`config.mk`:
```
export PLATFORM = sky130hd
export DESIGN_NAME = three_button_press_classifier_unit
export DESIGN_NICKNAME = d
export VERILOG_FILES = /design/src/hdl/tbpc_pkg.sv /design/src/hdl/three_button_press_classifier_unit.sv /design/src/hdl/tbpc_lane.sv /design/src/hdl/tbpc_merge.sv
export SDC_FILE = /design/constraint.sdc
export NUM_CORES = 1
export LEC_CHECK = 0
export BUFFER_PORTS_ARGS = -buffer_cell sky130_fd_sc_hd__buf_4
export CORE_MARGIN = 3
export CORE_UTILIZATION = 30
export CTS_BUF_LIST = sky130_fd_sc_hd__clkbuf_16
export DETAILED_ROUTE_END_ITERATION = 12
export PLACE_DENSITY_LB_ADDON = 0.12
export SLEW_MARGIN = 20
export SYNTH_ARGS = -nofsm -noshare
export SYNTH_HDL_FRONTEND = slang
export SYNTH_SLANG_ARGS = --single-unit
```
`constraint.sdc`:
```
create_clock -name clk -period 7.16 [get_ports clk]
set_input_delay 0.358 -clock clk [delete_from_list [all_inputs] [get_ports clk]]
set_output_delay 0.358 -clock clk [all_outputs]
set_load 0.01 [all_outputs]
```
`src/hdl/tbpc_pkg.sv`:
```
// ----------------------------------------------------------------------------
// Three-button press classifier package
// Shared types, register indexes and event codes.
// ----------------------------------------------------------------------------
package tbpc_pkg;

  localparam int NUM_BUTTONS = 3;
  localparam int STAMP_W     = 32;
  localparam int CFG_W       = 16;
  localparam int CFG_ADDR_W  = 2;
  localparam int EVENT_W     = 3;

  localparam logic [CFG_ADDR_W-1:0] REG_DEBOUNCE = 2'd0;
  localparam logic [CFG_ADDR_W-1:0] REG_HOLD     = 2'd1;
  localparam logic [CFG_ADDR_W-1:0] REG_REPEAT   = 2'd2;

  localparam logic [CFG_W-1:0] DEBOUNCE_RESET = 16'd50;
  localparam logic [CFG_W-1:0] HOLD_RESET     = 16'd800;
  localparam logic [CFG_W-1:0] REPEAT_RESET   = 16'd150;

  localparam logic [EVENT_W-1:0] EV_NONE         = 3'd0;
  localparam logic [EVENT_W-1:0] EV_UP_SHORT     = 3'd1;
  localparam logic [EVENT_W-1:0] EV_UP_LONG      = 3'd2;
  localparam logic [EVENT_W-1:0] EV_UP_HELD      = 3'd3;
  localparam logic [EVENT_W-1:0] EV_DOWN_SHORT   = 3'd4;
  localparam logic [EVENT_W-1:0] EV_DOWN_LONG    = 3'd5;
  localparam logic [EVENT_W-1:0] EV_DOWN_HELD    = 3'd6;
  localparam logic [EVENT_W-1:0] EV_SELECT_SHORT = 3'd7;

  localparam int LANE_UP     = 0;
  localparam int LANE_DOWN   = 1;
  localparam int LANE_SELECT = 2;

  typedef enum logic [1:0] {
    KIND_SHORT,
    KIND_LONG,
    KIND_HELD
  } press_kind_t;

  typedef struct packed {
    logic [CFG_W-1:0] settle_ms;
    logic [CFG_W-1:0] hold_ms;
    logic [CFG_W-1:0] repeat_ms;
  } cfg_t;

  typedef struct packed {
    logic        fire;
    press_kind_t kind;
    logic        level;
  } lane_res_t;

endpackage

```
`src/hdl/three_button_press_classifier_unit.sv`:
```
// ----------------------------------------------------------------------------
// Three-button press classifier
// The result of an accepted poll is registered and shown on the master side in the next cycle.
// Throughput: one poll per cycle, set by the lane state update, while the master side takes the results.
// Three button lanes run side by side; a merge stage picks the event.
// Reset (synchronous) restores the default timings and all button state.
// ----------------------------------------------------------------------------
module three_button_press_classifier_unit (
  input  logic                             clk,
  input  logic                             rst,
  input  logic                             s_tvalid,
  output logic                             s_tready,
  // now_ms[31:0], raw_up[32], raw_down[33], raw_select[34], zero fill
  input  logic [39:0]                      s_tdata,
  output logic                             m_tvalid,
  input  logic                             m_tready,
  // event_res[2:0], up_pressed[3], down_pressed[4], select_pressed[5], zero fill
  output logic [7:0]                       m_tdata,
  input  logic                             cfg_we,
  input  logic [tbpc_pkg::CFG_ADDR_W-1:0]  cfg_addr,
  input  logic [tbpc_pkg::CFG_W-1:0]       cfg_data
);

  tbpc_pkg::cfg_t                                   cfg;
  tbpc_pkg::lane_res_t [tbpc_pkg::NUM_BUTTONS-1:0]  lane_res;
  logic [tbpc_pkg::NUM_BUTTONS-1:0]                 run;
  logic [tbpc_pkg::NUM_BUTTONS-1:0]                 raw;
  logic [tbpc_pkg::NUM_BUTTONS-1:0]                 is_scroll;
  logic [tbpc_pkg::EVENT_W-1:0]                     event_res;
  logic [tbpc_pkg::STAMP_W-1:0]                     now_ms;
  logic                                             accept;

  assign now_ms    = s_tdata[tbpc_pkg::STAMP_W-1:0];
  assign raw       = s_tdata[tbpc_pkg::STAMP_W +: tbpc_pkg::NUM_BUTTONS];
  assign is_scroll = 3'b011;
  assign s_tready  = !m_tvalid || m_tready;
  assign accept    = s_tvalid && s_tready;

  always_ff @(posedge clk) begin
    if (rst) begin
      cfg.settle_ms <= tbpc_pkg::DEBOUNCE_RESET;
      cfg.hold_ms   <= tbpc_pkg::HOLD_RESET;
      cfg.repeat_ms <= tbpc_pkg::REPEAT_RESET;
    end else if (cfg_we) begin
      unique case (cfg_addr)
        tbpc_pkg::REG_DEBOUNCE: cfg.settle_ms <= cfg_data;
        tbpc_pkg::REG_HOLD:     cfg.hold_ms   <= cfg_data;
        tbpc_pkg::REG_REPEAT:   cfg.repeat_ms <= cfg_data;
        default: ;
      endcase
    end
  end

  for (genvar i = 0; i < tbpc_pkg::NUM_BUTTONS; i++) begin : g_lane
    tbpc_lane u_lane (
      .clk       (clk),
      .rst       (rst),
      .accept    (accept),
      .is_scroll (is_scroll[i]),
      .now_ms    (now_ms),
      .raw       (raw[i]),
      .cfg       (cfg),
      .run       (run[i]),
      .res       (lane_res[i])
    );
  end

  tbpc_merge u_merge (
    .lane_res  (lane_res),
    .run       (run),
    .event_res (event_res)
  );

  always_ff @(posedge clk) begin
    if (rst) begin
      m_tvalid <= 1'b0;
    end else if (accept) begin
      m_tvalid <= 1'b1;
    end else if (m_tready) begin
      m_tvalid <= 1'b0;
    end
  end

  always_ff @(posedge clk) begin
    if (accept) begin
      m_tdata <= {2'b00,
                  lane_res[tbpc_pkg::LANE_SELECT].level,
                  lane_res[tbpc_pkg::LANE_DOWN].level,
                  lane_res[tbpc_pkg::LANE_UP].level,
                  event_res};
    end
  end

  assert property (@(posedge clk) disable iff (rst)
    accept |=> m_tvalid)
    else $error("accepted request produced no result");

  assert property (@(posedge clk) disable iff (rst)
    (m_tvalid && (m_tdata[2:0] == tbpc_pkg::EV_SELECT_SHORT)) |-> !m_tdata[5])
    else $error("select short event while select still pressed");

  assert property (@(posedge clk) disable iff (rst)
    (m_tvalid && ((m_tdata[2:0] == tbpc_pkg::EV_UP_LONG)
                  || (m_tdata[2:0] == tbpc_pkg::EV_UP_HELD))) |-> m_tdata[3])
    else $error("up long or held event while up released");

  assert property (@(posedge clk) disable iff (rst)
    (m_tvalid && (m_tdata[2:0] == tbpc_pkg::EV_DOWN_SHORT)) |-> !m_tdata[4])
    else $error("down short event while down still pressed");

endmodule

```
`src/hdl/tbpc_lane.sv`:
```
// ----------------------------------------------------------------------------
// Button lane
// Debounces one button and classifies its press for the current poll.
// ----------------------------------------------------------------------------
module tbpc_lane (
  input  logic                          clk,
  input  logic                          rst,
  input  logic                          accept,
  input  logic                          is_scroll,
  input  logic [tbpc_pkg::STAMP_W-1:0]  now_ms,
  input  logic                          raw,
  input  tbpc_pkg::cfg_t                cfg,
  input  logic                          run,
  output tbpc_pkg::lane_res_t           res
);

  logic                         stable_level;
  logic                         previous_raw;
  logic                         press_seen;
  logic [tbpc_pkg::STAMP_W-1:0] change_stamp;
  logic [tbpc_pkg::STAMP_W-1:0] press_stamp;
  logic                         long_sent;
  logic [tbpc_pkg::STAMP_W-1:0] repeat_stamp;

  logic                         raw_change;
  logic [tbpc_pkg::STAMP_W-1:0] since_change;
  logic [tbpc_pkg::STAMP_W-1:0] since_press;
  logic [tbpc_pkg::STAMP_W-1:0] since_repeat;
  logic                         take;
  logic                         new_press;
  logic                         level_next;
  logic                         long_eff;
  logic                         hold_done;
  logic                         repeat_done;
  logic                         fire_long;
  logic                         fire_held;
  logic                         fire_short;
  logic                         press_seen_next;

  always_comb begin
    raw_change   = raw != previous_raw;
    since_change = now_ms - change_stamp;
    since_press  = now_ms - press_stamp;
    since_repeat = now_ms - repeat_stamp;
    take         = !raw_change
                   && (since_change > {{(tbpc_pkg::STAMP_W-tbpc_pkg::CFG_W){1'b0}},
                                       cfg.settle_ms})
                   && (raw != stable_level);
    new_press    = take && raw;
    level_next   = take ? raw : stable_level;
    long_eff     = is_scroll && !new_press && long_sent;
    // A press recorded in this poll has zero elapsed time.
    hold_done    = new_press ? (cfg.hold_ms == '0)
                   : (since_press >= {{(tbpc_pkg::STAMP_W-tbpc_pkg::CFG_W){1'b0}},
                                      cfg.hold_ms});
    repeat_done  = since_repeat >= {{(tbpc_pkg::STAMP_W-tbpc_pkg::CFG_W){1'b0}},
                                    cfg.repeat_ms};
    fire_long    = is_scroll && level_next && !long_eff && hold_done;
    fire_held    = is_scroll && level_next && long_eff && repeat_done;
    fire_short   = !level_next && press_seen && !long_eff;

    if (level_next) begin
      press_seen_next = (fire_long || fire_held) ? press_seen : 1'b1;
    end else begin
      press_seen_next = 1'b0;
    end

    res.fire  = fire_long || fire_held || fire_short;
    res.level = level_next;
    if (fire_long) begin
      res.kind = tbpc_pkg::KIND_LONG;
    end else if (fire_held) begin
      res.kind = tbpc_pkg::KIND_HELD;
    end else begin
      res.kind = tbpc_pkg::KIND_SHORT;
    end
  end

  always_ff @(posedge clk) begin
    if (rst) begin
      stable_level <= 1'b0;
      previous_raw <= 1'b1;
      press_seen   <= 1'b0;
      change_stamp <= '0;
      press_stamp  <= '0;
      long_sent    <= 1'b0;
      repeat_stamp <= '0;
    end else if (accept) begin
      previous_raw <= raw;
      stable_level <= level_next;
      if (raw_change) begin
        change_stamp <= now_ms;
      end
      if (new_press) begin
        press_stamp <= now_ms;
      end
      if (run) begin
        press_seen <= press_seen_next;
      end
      if (run && fire_long) begin
        long_sent    <= 1'b1;
        repeat_stamp <= now_ms;
      end else if (run && fire_held) begin
        repeat_stamp <= now_ms;
      end else if (new_press) begin
        long_sent    <= 1'b0;
        repeat_stamp <= '0;
      end
    end
  end

  assert property (@(posedge clk) disable iff (rst)
    (accept && run && fire_long) |=> long_sent)
    else $error("long event did not mark the press as long");

  assert property (@(posedge clk) disable iff (rst)
    (accept && run && !level_next) |=> !press_seen)
    else $error("press seen flag survived a release");

  assert property (@(posedge clk) disable iff (rst)
    !is_scroll |-> !(fire_long || fire_held))
    else $error("select lane gave a long or held event");

endmodule

```
`src/hdl/tbpc_merge.sv`:
```
// ----------------------------------------------------------------------------
// Lane merge
// Picks the first firing lane in priority order and forms the event code.
// ----------------------------------------------------------------------------
module tbpc_merge (
  input  tbpc_pkg::lane_res_t [tbpc_pkg::NUM_BUTTONS-1:0] lane_res,
  output logic [tbpc_pkg::NUM_BUTTONS-1:0]                run,
  output logic [tbpc_pkg::EVENT_W-1:0]                    event_res
);

  always_comb begin
    run[tbpc_pkg::LANE_UP]     = 1'b1;
    run[tbpc_pkg::LANE_DOWN]   = !lane_res[tbpc_pkg::LANE_UP].fire;
    run[tbpc_pkg::LANE_SELECT] = !lane_res[tbpc_pkg::LANE_UP].fire
                                 && !lane_res[tbpc_pkg::LANE_DOWN].fire;
    event_res = tbpc_pkg::EV_NONE;
    if (lane_res[tbpc_pkg::LANE_UP].fire) begin
      case (lane_res[tbpc_pkg::LANE_UP].kind)
        tbpc_pkg::KIND_LONG: event_res = tbpc_pkg::EV_UP_LONG;
        tbpc_pkg::KIND_HELD: event_res = tbpc_pkg::EV_UP_HELD;
        default:             event_res = tbpc_pkg::EV_UP_SHORT;
      endcase
    end else if (lane_res[tbpc_pkg::LANE_DOWN].fire) begin
      case (lane_res[tbpc_pkg::LANE_DOWN].kind)
        tbpc_pkg::KIND_LONG: event_res = tbpc_pkg::EV_DOWN_LONG;
        tbpc_pkg::KIND_HELD: event_res = tbpc_pkg::EV_DOWN_HELD;
        default:             event_res = tbpc_pkg::EV_DOWN_SHORT;
      endcase
    end else if (lane_res[tbpc_pkg::LANE_SELECT].fire) begin
      event_res = tbpc_pkg::EV_SELECT_SHORT;
    end
  end

endmodule

```
==> results of run 1 <==
-- layout by cell type (no fill, tap or decap), types with 18 or more instances in the layout --
master	instances
nand4b_1	35
nand4_1	77
o21bai_1	20
a211oi_1	53
o21a_1	44
a211o_1	26
ha_1	329
o41ai_2	30
a31oi_1	29
o2111ai_1	18
buf_4	97
nor4_1	19
nor3_1	47
and2_1	48
a21o_1	91
xnor2_1	101
nor2b_1	30
clkbuf_16	44
nand2b_1	36
a21oi_1	402
and3_1	28
or3_1	19
inv_1	337
mux2i_1	108
nand2_1	494
xor2_1	53
nor2_1	249
o211ai_1	38
nand3_1	53
o21ai_0	157
dfxtp_1	284
-- critical path, cell delays in order, from the launching register on --
cell and delay (ps):
dfxtp_1 320, inv_1 40, ha_1 320, o21ai_0 380
a21oi_1 150, o21ai_0 160, nand2_1 150, a21o_1 200
a21o_1 210, or2_2 310, a31oi_1 220, xnor2_1 110
ha_1 240, a2111oi_0 710, o211ai_1 230, a211oi_1 280
o2111ai_1 140, a2111oi_0 480, nand4_1 270, o32ai_4 360
mux2i_2 230, a21boi_4 190, buf_4 420, nand3_1 130
a21oi_1 150
-- worst max path at each step --
stage,from,to,slack (ps)
final,g_lane[0].u_lane.repeat_stamp[5]$_SDFFE_PP0P_,g_lane[2].u_lane.press_seen$_SDFFE_PP0P_,670
after global routing,g_lane[0].u_lane.repeat_stamp[5]$_SDFFE_PP0P_,g_lane[1].u_lane.repeat_stamp[30]$_SDFFE_PP0P_,190
after CTS,g_lane[0].u_lane.repeat_stamp[5]$_SDFFE_PP0P_,g_lane[1].u_lane.repeat_stamp[16]$_SDFFE_PP0P_,570
after detailed placement,s_tdata[5],g_lane[1].u_lane.repeat_stamp[9]$_SDFFE_PP0P_,290
after global placement,s_tdata[5],g_lane[1].u_lane.repeat_stamp[13]$_SDFFE_PP0P_,320
after floorplan,s_tdata[0],g_lane[1].u_lane.repeat_stamp[10]$_SDFFE_PP0P_,1620
-- area by class of cell --
type / count / area (um^2)
clock buffers: 44 / 1100
repair buffers: 107 / 883
multi-input cells: 2875 / 19700
diodes: 1 / 2.50
clock inverters: 31 / 275
well taps: 1176 / 1470
fillers: 9711 / 59900
inverters: 333 / 1250
flip-flops and latches: 290 / 5870
-- registers in the layout (all words and copies together) (netlist names) --
name,cells
g_lane.u_lane.change_stamp,96
g_lane.u_lane.press_stamp,64
g_lane.u_lane.repeat_stamp,64
cfg,48
m_tdata,6
g_lane.u_lane.press_seen,3
g_lane.u_lane.previous_raw,3
g_lane.u_lane.stable_level,3
g_lane.u_lane.long_sent,2
m_tvalid,1
-- layer usage --
metal | global-route usage [%] | vias up
li1 | - | 13100
met1 | 27.5 | 12200
met2 | 35.7 | 461
met3 | 2.75 | 120
met4 | 6.20 | 2
met5 | 0 | -
-- where the power goes --
part           total [W]  internal (W)  switching (W)
logic            0.00220      0.000846        0.00136
registers        0.00176       0.00171      0.0000483
clock network    0.00214       0.00126       0.000881
total            0.00610       0.00381        0.00229
-- kinds of logic (layout without fill, tap and decap cells) --
family	count (synthesis)	in the layout	synth area share [%]
buffers and inverters	500	515	7.12
AOI/OAI and AO/OA	1061	1061	25.9
other	1	3	0.0136
adders and majority gates	336	336	15.5
muxes	115	115	4.24
and+or+nand+nor	1207	1207	21.0
DFF	290	290	21.3
xor gates and xnor gates	154	154	4.91
-- metrics by stage --
stage	power (W)	hold slack [ps]
final	0.00610	30.7
after global routing	0.00649	18.8
after CTS	0.00617	1.14
after detailed placement	0.00398	446
after global placement	0.00400	443
after floorplan	0.00334	436
==> results.txt, run 1 <==
Resized cells post-CTS = 0
Number of remaining DRC errors = 0
M1 WL = 46.0 mm
Antenna violations before repair = 11
Vias in the first global route = 25.3k
Dpl hpwl = 75.5 mm
Top cell type's share of synthesized area = 20.7%
Hold path depth = 2
Routability cong. = 0.860
Worst-Margin Slew = 1040 ps
Most used DFF post-synth = dfxtp_1
Vias per std cell = 5.33
Die Ht = 309 um
Crit Path Class = reg -> reg
Most common cell in the netlist = nand2_1
Maximum clock rate = 154 MHz
Final Max Tran Viols = 0
Pre-CTS setup slack = 290 ps
Library cells used by synthesis = 99
CP startpoint kind = flop
Placed cells = 4777
Max_slew headroom = 30.3%
CTS root buffer = clkbuf_16
Max FO, Critical Path = 32
Setup bufs post-CTS = 0
Avg Inst Size Synth = 7.50 um^2
Die width = 309 um
Mapped cell area = 0.0275 mm^2
RSZ-0062 raised after global routing = false
Worst setup EP type = flop
CP required = 7640 ps
Post-synthesis cell count = 3664
Cts bufs inserted = 41
IO Pins = 73
Average wire per standard cell = 20.9 um
Post-CTS Hold Fix Bufs = 4
Worst R2R Path Depth = 24
Post-route ant nets = 0
Post-layout nets = 4047
Vias = 25.9k
Setup TNS = 0 ps
Post-synth ARST share = 0%
Post-synth EDFFs = 6
Hold Fails Final Rpt = 0
Run status = complete, no violations
Finished Layout Cells = 4857
Final wirelength = 102 mm
First-pass DRT Iterations = 5
Register area share after synthesis = 21.3%
Max_cap viols = 0
Global route total overflow = 0
Core Region = 0.0904 mm^2
Ratio of cells with drive above 1 in the final layout = 7.07%
Clock period minus worst slack = 6490 ps
Crit path DAT = 6980 ps
Yosys warns = 0
Worst Hold End = cfg[37]$_SDFFE_PP1P_
Post-route cell area = 0.0305 mm^2
Initial Util = 30.4%
Top routing layer in use = met5
Worst IR Drop VDD = 135 uV
Hold path start = cfg_data[5]
Final period utilization = 90.7%
LEAKAGE = 12.1 nW
Met3 wire len = 4.95 mm
Iteration-0 DRC Markers = 1624
Largest net degree at the start of global routing = 128
Die area = 0.0953 mm^2
R2r endpoint = g_lane[2].u_lane.press_seen$_SDFFE_PP0P_
Fin Clk Skew = 42.8 ps
Final core occ = 33.8%
Post-route setup slack = 666 ps
Min-delay worst type = in -> reg
Worst-Skew Late Latency = 600 ps
Area contributors post-synth = dfxtp_1, ha_1, a21oi_1
Layout area overhead = 11.1%
First-pass GRT wire length = 153 mm
Wire length on met2 = 47.7 mm
Max Root-Sink Buffers = 3
Reg2Reg Launch Point = g_lane[0].u_lane.repeat_stamp[5]$_SDFFE_PP0P_
# rows = 110
Placed Area = 0.0291 mm^2
Synthesized flop and latch total = 290
Worst-path clk slew = 70 ps
Commonest cells post-synth = nand2_1, a21oi_1, inv_1
Port bufs = 65
Register-to-Register Setup Slack = 670 ps
H-tree Lvls = 2
Clock Sink Count = 290
Total track usage = 20.9%
PwrDens = 200 mW/mm^2
Setup violations, final = 0
CTS tree = built
Synth area leader = dfxtp_1
No activity file was read; power rests on OpenSTA's default activity.
==> run 2, diff against run 1 <==
- ABC_AREA: not set -> 1
- ABC_CLOCK_PERIOD_IN_PS: not set -> 7160
- CORE_MARGIN: 3 -> not set
==> run 2 against run 1 <==
  * Synthesized area up 6.7%
  * Die area increased by 3.9%
  * Routed wire length up 6.7%
  * Critical path depth increased by 4
  * Sequential power is essentially flat
==> results.txt, run 2 <==
Run status = complete, no violations
Worst IR Drop VDD = 162 uV (+20%)
Grt met3 use = 2.06% (-0.69 points)
Worst-path clk slew = 60 ps (about the same)
Crit path DAT = 6010 ps (-970 ps)
Max FO, Critical Path = 35 (+9.4%)
Post-route setup slack = 1590 ps (+926 ps)
First-pass DRT Iterations = 5 (unchanged)
Layout area overhead = 10.7%
IO Pins = 73 (unchanged)
CP max stage cell = o21ai_4
M2 GR Usage = 33.9% (-1.8 points)
Ratio of cells with drive above 1 in the final layout = 4.51% (-2.6 points)
Post-synth ARST share = 0% (unchanged)
Final period utilization = 77.8% (-13 points)
Maximum clock rate = 180 MHz (+17%)
Worst setup EP type = flop
CP required = 7610 ps (-30 ps)
Post-CTS Hold Fix Bufs = 0 (-4)
Synthesized flop and latch total = 290 (unchanged)
Top cell type's share of synthesized area = 19.4% (-1.3 points)
Clock period minus worst slack = 5570 ps (-926 ps)
Register-to-Register Setup Slack = 1590 ps (+930 ps)
H-tree Lvls = 2 (unchanged)
Largest stage delay, worst path = 750 ps (+40 ps)
Routability cong. = 0.917 (+6.6%)
Area contributors post-synth = dfxtp_1, nand2_1, ha_1
Most common cell after layout, fill and taps aside = nand2_1
CP startpoint kind = flop
CP dominant cell by count = nand2_1
Grt peak-use layer = met2
Port bufs = 65 (unchanged)
GRT met1 Usage = 31.2% (+3.7 points)
Pre-CTS setup slack = 1140 ps (+848 ps)
Post-layout nets = 5337 (+32%)
Largest regs = g_lane.u_lane.change_stamp (96), g_lane.u_lane.press_stamp (64), g_lane.u_lane.repeat_stamp (64)
Number of remaining DRC errors = 0 (unchanged)
Largest net degree at the start of global routing = 98 (-23%)
Largest register FFs = 96 (unchanged)
LEAKAGE = 15.7 nW (+30%)
Hold_ws = 43.3 ps (+12.5 ps)
Dpl hpwl = 84.4 mm (+12%)
Hold Fails Final Rpt = 0 (unchanged)
Most flops, register = g_lane.u_lane.change_stamp
Mapped cell area = 0.0293 mm^2 (+6.7%)
Avg Inst Size Synth = 5.97 um^2 (-20%)
Post-route ant nets = 0 (unchanged)
Total track usage = 21.6% (+0.70 points)
Setup violations, final = 0 (unchanged)
Die width = 315 um (+2.0%)
Fin Clk Skew = 29.9 ps (-12.9 ps)
RSZ-0062 raised after global routing = false
Setup TNS = 0 ps (unchanged)
CTS tree = built
Post-synthesis cell count = 4912 (+34%)
Average wire per standard cell = 17.3 um (-17%)
Final wirelength = 108 mm (+6.7%)
Setup bufs post-CTS = 0 (unchanged)
Cts bufs inserted = 40 (-2.4%)
Iteration-0 DRC Markers = 2005 (+23%)
Library cells used by synthesis = 54 (-45%)
First-pass GRT wire length = 165 mm (+7.8%)
Total power = 0.00654 W (+7.2%)
Core Region = 0.0967 mm^2 (+6.9%)
CTS root buffer = clkbuf_16
Worst-Skew Late Latency = 600 ps (about the same)
Most frequent cells in the layout = nand2_1, inv_1, a21oi_1
Global route total overflow = 0 (unchanged)
Max_slew headroom = 29.3% (-1.0 points)
Min-delay worst type = in -> reg
Crit Path Class = reg -> reg
Resized cells post-CTS = 0 (unchanged)
Die area = 0.0990 mm^2 (+3.9%)
Most common cell in the netlist = nand2_1
Vias per std cell = 4.84 (-9.2%)
Final Max Tran Viols = 0 (unchanged)
Die Ht = 315 um (+2.0%)
Worst-Margin Slew = 1060 ps (+15.0 ps)
Commonest cells post-synth = nand2_1, inv_1, a21oi_1
Most used DFF post-synth = dfxtp_1
Vias = 30.2k (+17%)
Vias in the first global route = 28.3k (+12%)
Initial Util = 30.3% (-0.060 points)
Register area share after synthesis = 20.0% (-1.3 points)
Post-synth EDFFs = 6 (unchanged)
Synth area leader = dfxtp_1
Antenna violations before repair = 8 (-3)
# rows = 114 (+3.6%)
Max Root-Sink Buffers = 3 (unchanged)
PwrDens = 201 mW/mm^2 (+0.81%)
Max_cap viols = 0 (unchanged)
Yosys warns = 0 (unchanged)
Clock Sink Count = 290 (unchanged)
==> run 2: cell types whose count changed in the layout (fill, tap and decap cells not counted), moves of 89 or more <==
| cell | before | now |
|---|---|---|
| nand2_1 | 494 | 1384 |
| inv_1 | 337 | 865 |
| nand3_1 | 53 | 260 |
| nor2_1 | 249 | 400 |
| o21ai_0 | 157 | 287 |
| mux2i_1 | 108 | 0 |
| a21oi_1 | 402 | 500 |
| xnor2_1 | 101 | 12 |
==> run 2: cell type report <==
class	count	area, um^2
well taps	1276	1600
clock buffers	42	1050
inverters	873	3280
fillers	11000	64200
diodes	3	7.51
flip-flops and latches	290	5870
clock inverters	32	280
multi-input cells	3650	19800
repair buffers	83	636
==> run 2: layer usage <==
layer,wire length (um),vias up
met5,0,-
met4,2810,0
met3,4470,108
met2,46200,511
met1,54800,13800
li1,-,15800
==> run 2: cells by family (layout without fill, tap and decap cells) <==
| group | after synthesis | in the layout | share of synthesized area [%] |
|---|---|---|---|
| adder cells (fa/ha/maj) | 336 | 336 | 14.5 |
| flip-flops | 290 | 290 | 20.0 |
| buffers and inverters | 973 | 1030 | 12.7 |
| other | 1 | 5 | 0.0128 |
| AND/OR/NAND/NOR | 2311 | 2311 | 33.3 |
| XOR/XNOR | 120 | 120 | 3.58 |
| AO/OA/AOI/OAI | 881 | 881 | 15.8 |
==> run 2: worst paths after layout <==
| check | startpoint | endpoint | depth (start not counted) |
|---|---|---|---|
| worst max-delay path | g_lane[1].u_lane.change_stamp[0]$_SDFFE_PP0P_ | g_lane[1].u_lane.repeat_stamp[2]$_SDFFE_PP0P_ | 28 |
| worst min-delay path | s_tdata[32] | g_lane[0].u_lane.previous_raw$_SDFFE_PP1P_ | 3 |
| worst max register to register | g_lane[1].u_lane.change_stamp[0]$_SDFFE_PP0P_ | g_lane[1].u_lane.repeat_stamp[2]$_SDFFE_PP0P_ | 28 |
| worst min register to register | g_lane[1].u_lane.change_stamp[17]$_SDFFE_PP0P_ | g_lane[1].u_lane.change_stamp[17]$_SDFFE_PP0P_ | 2 |
==> run 2: stage by stage <==
stage,utilization (%),std cells,instance area (um^2)
2_1_floorplan,-,4913,29300
3_3_place_gp,32.2,6172,31100
3_5_place_dp,32.2,6172,31100
4_1_cts,33.6,6246,32500
5_1_grt,33.6,6246,32500
6_report,33.6,6249,32500
==> run 2: where the power goes <==
group | internal, W | switching, W | total, W | leakage (nW)
combinational | 0.000900 | 0.00177 | 0.00267 | 12.7
clock | 0.00121 | 0.000870 | 0.00208 | 0.672
sequential | 0.00174 | 0.0000435 | 0.00178 | 2.39
total | 0.00385 | 0.00269 | 0.00654 | 15.7
==> run 2: critical path: cells and delay by family (launching register included) <==
family,cells,cell delay (ps)
simple gates,21,3080
fa+ha+maj,3,870
compound gates,2,840
flops,1,330
xor+xnor,1,180
buf+inv,1,100
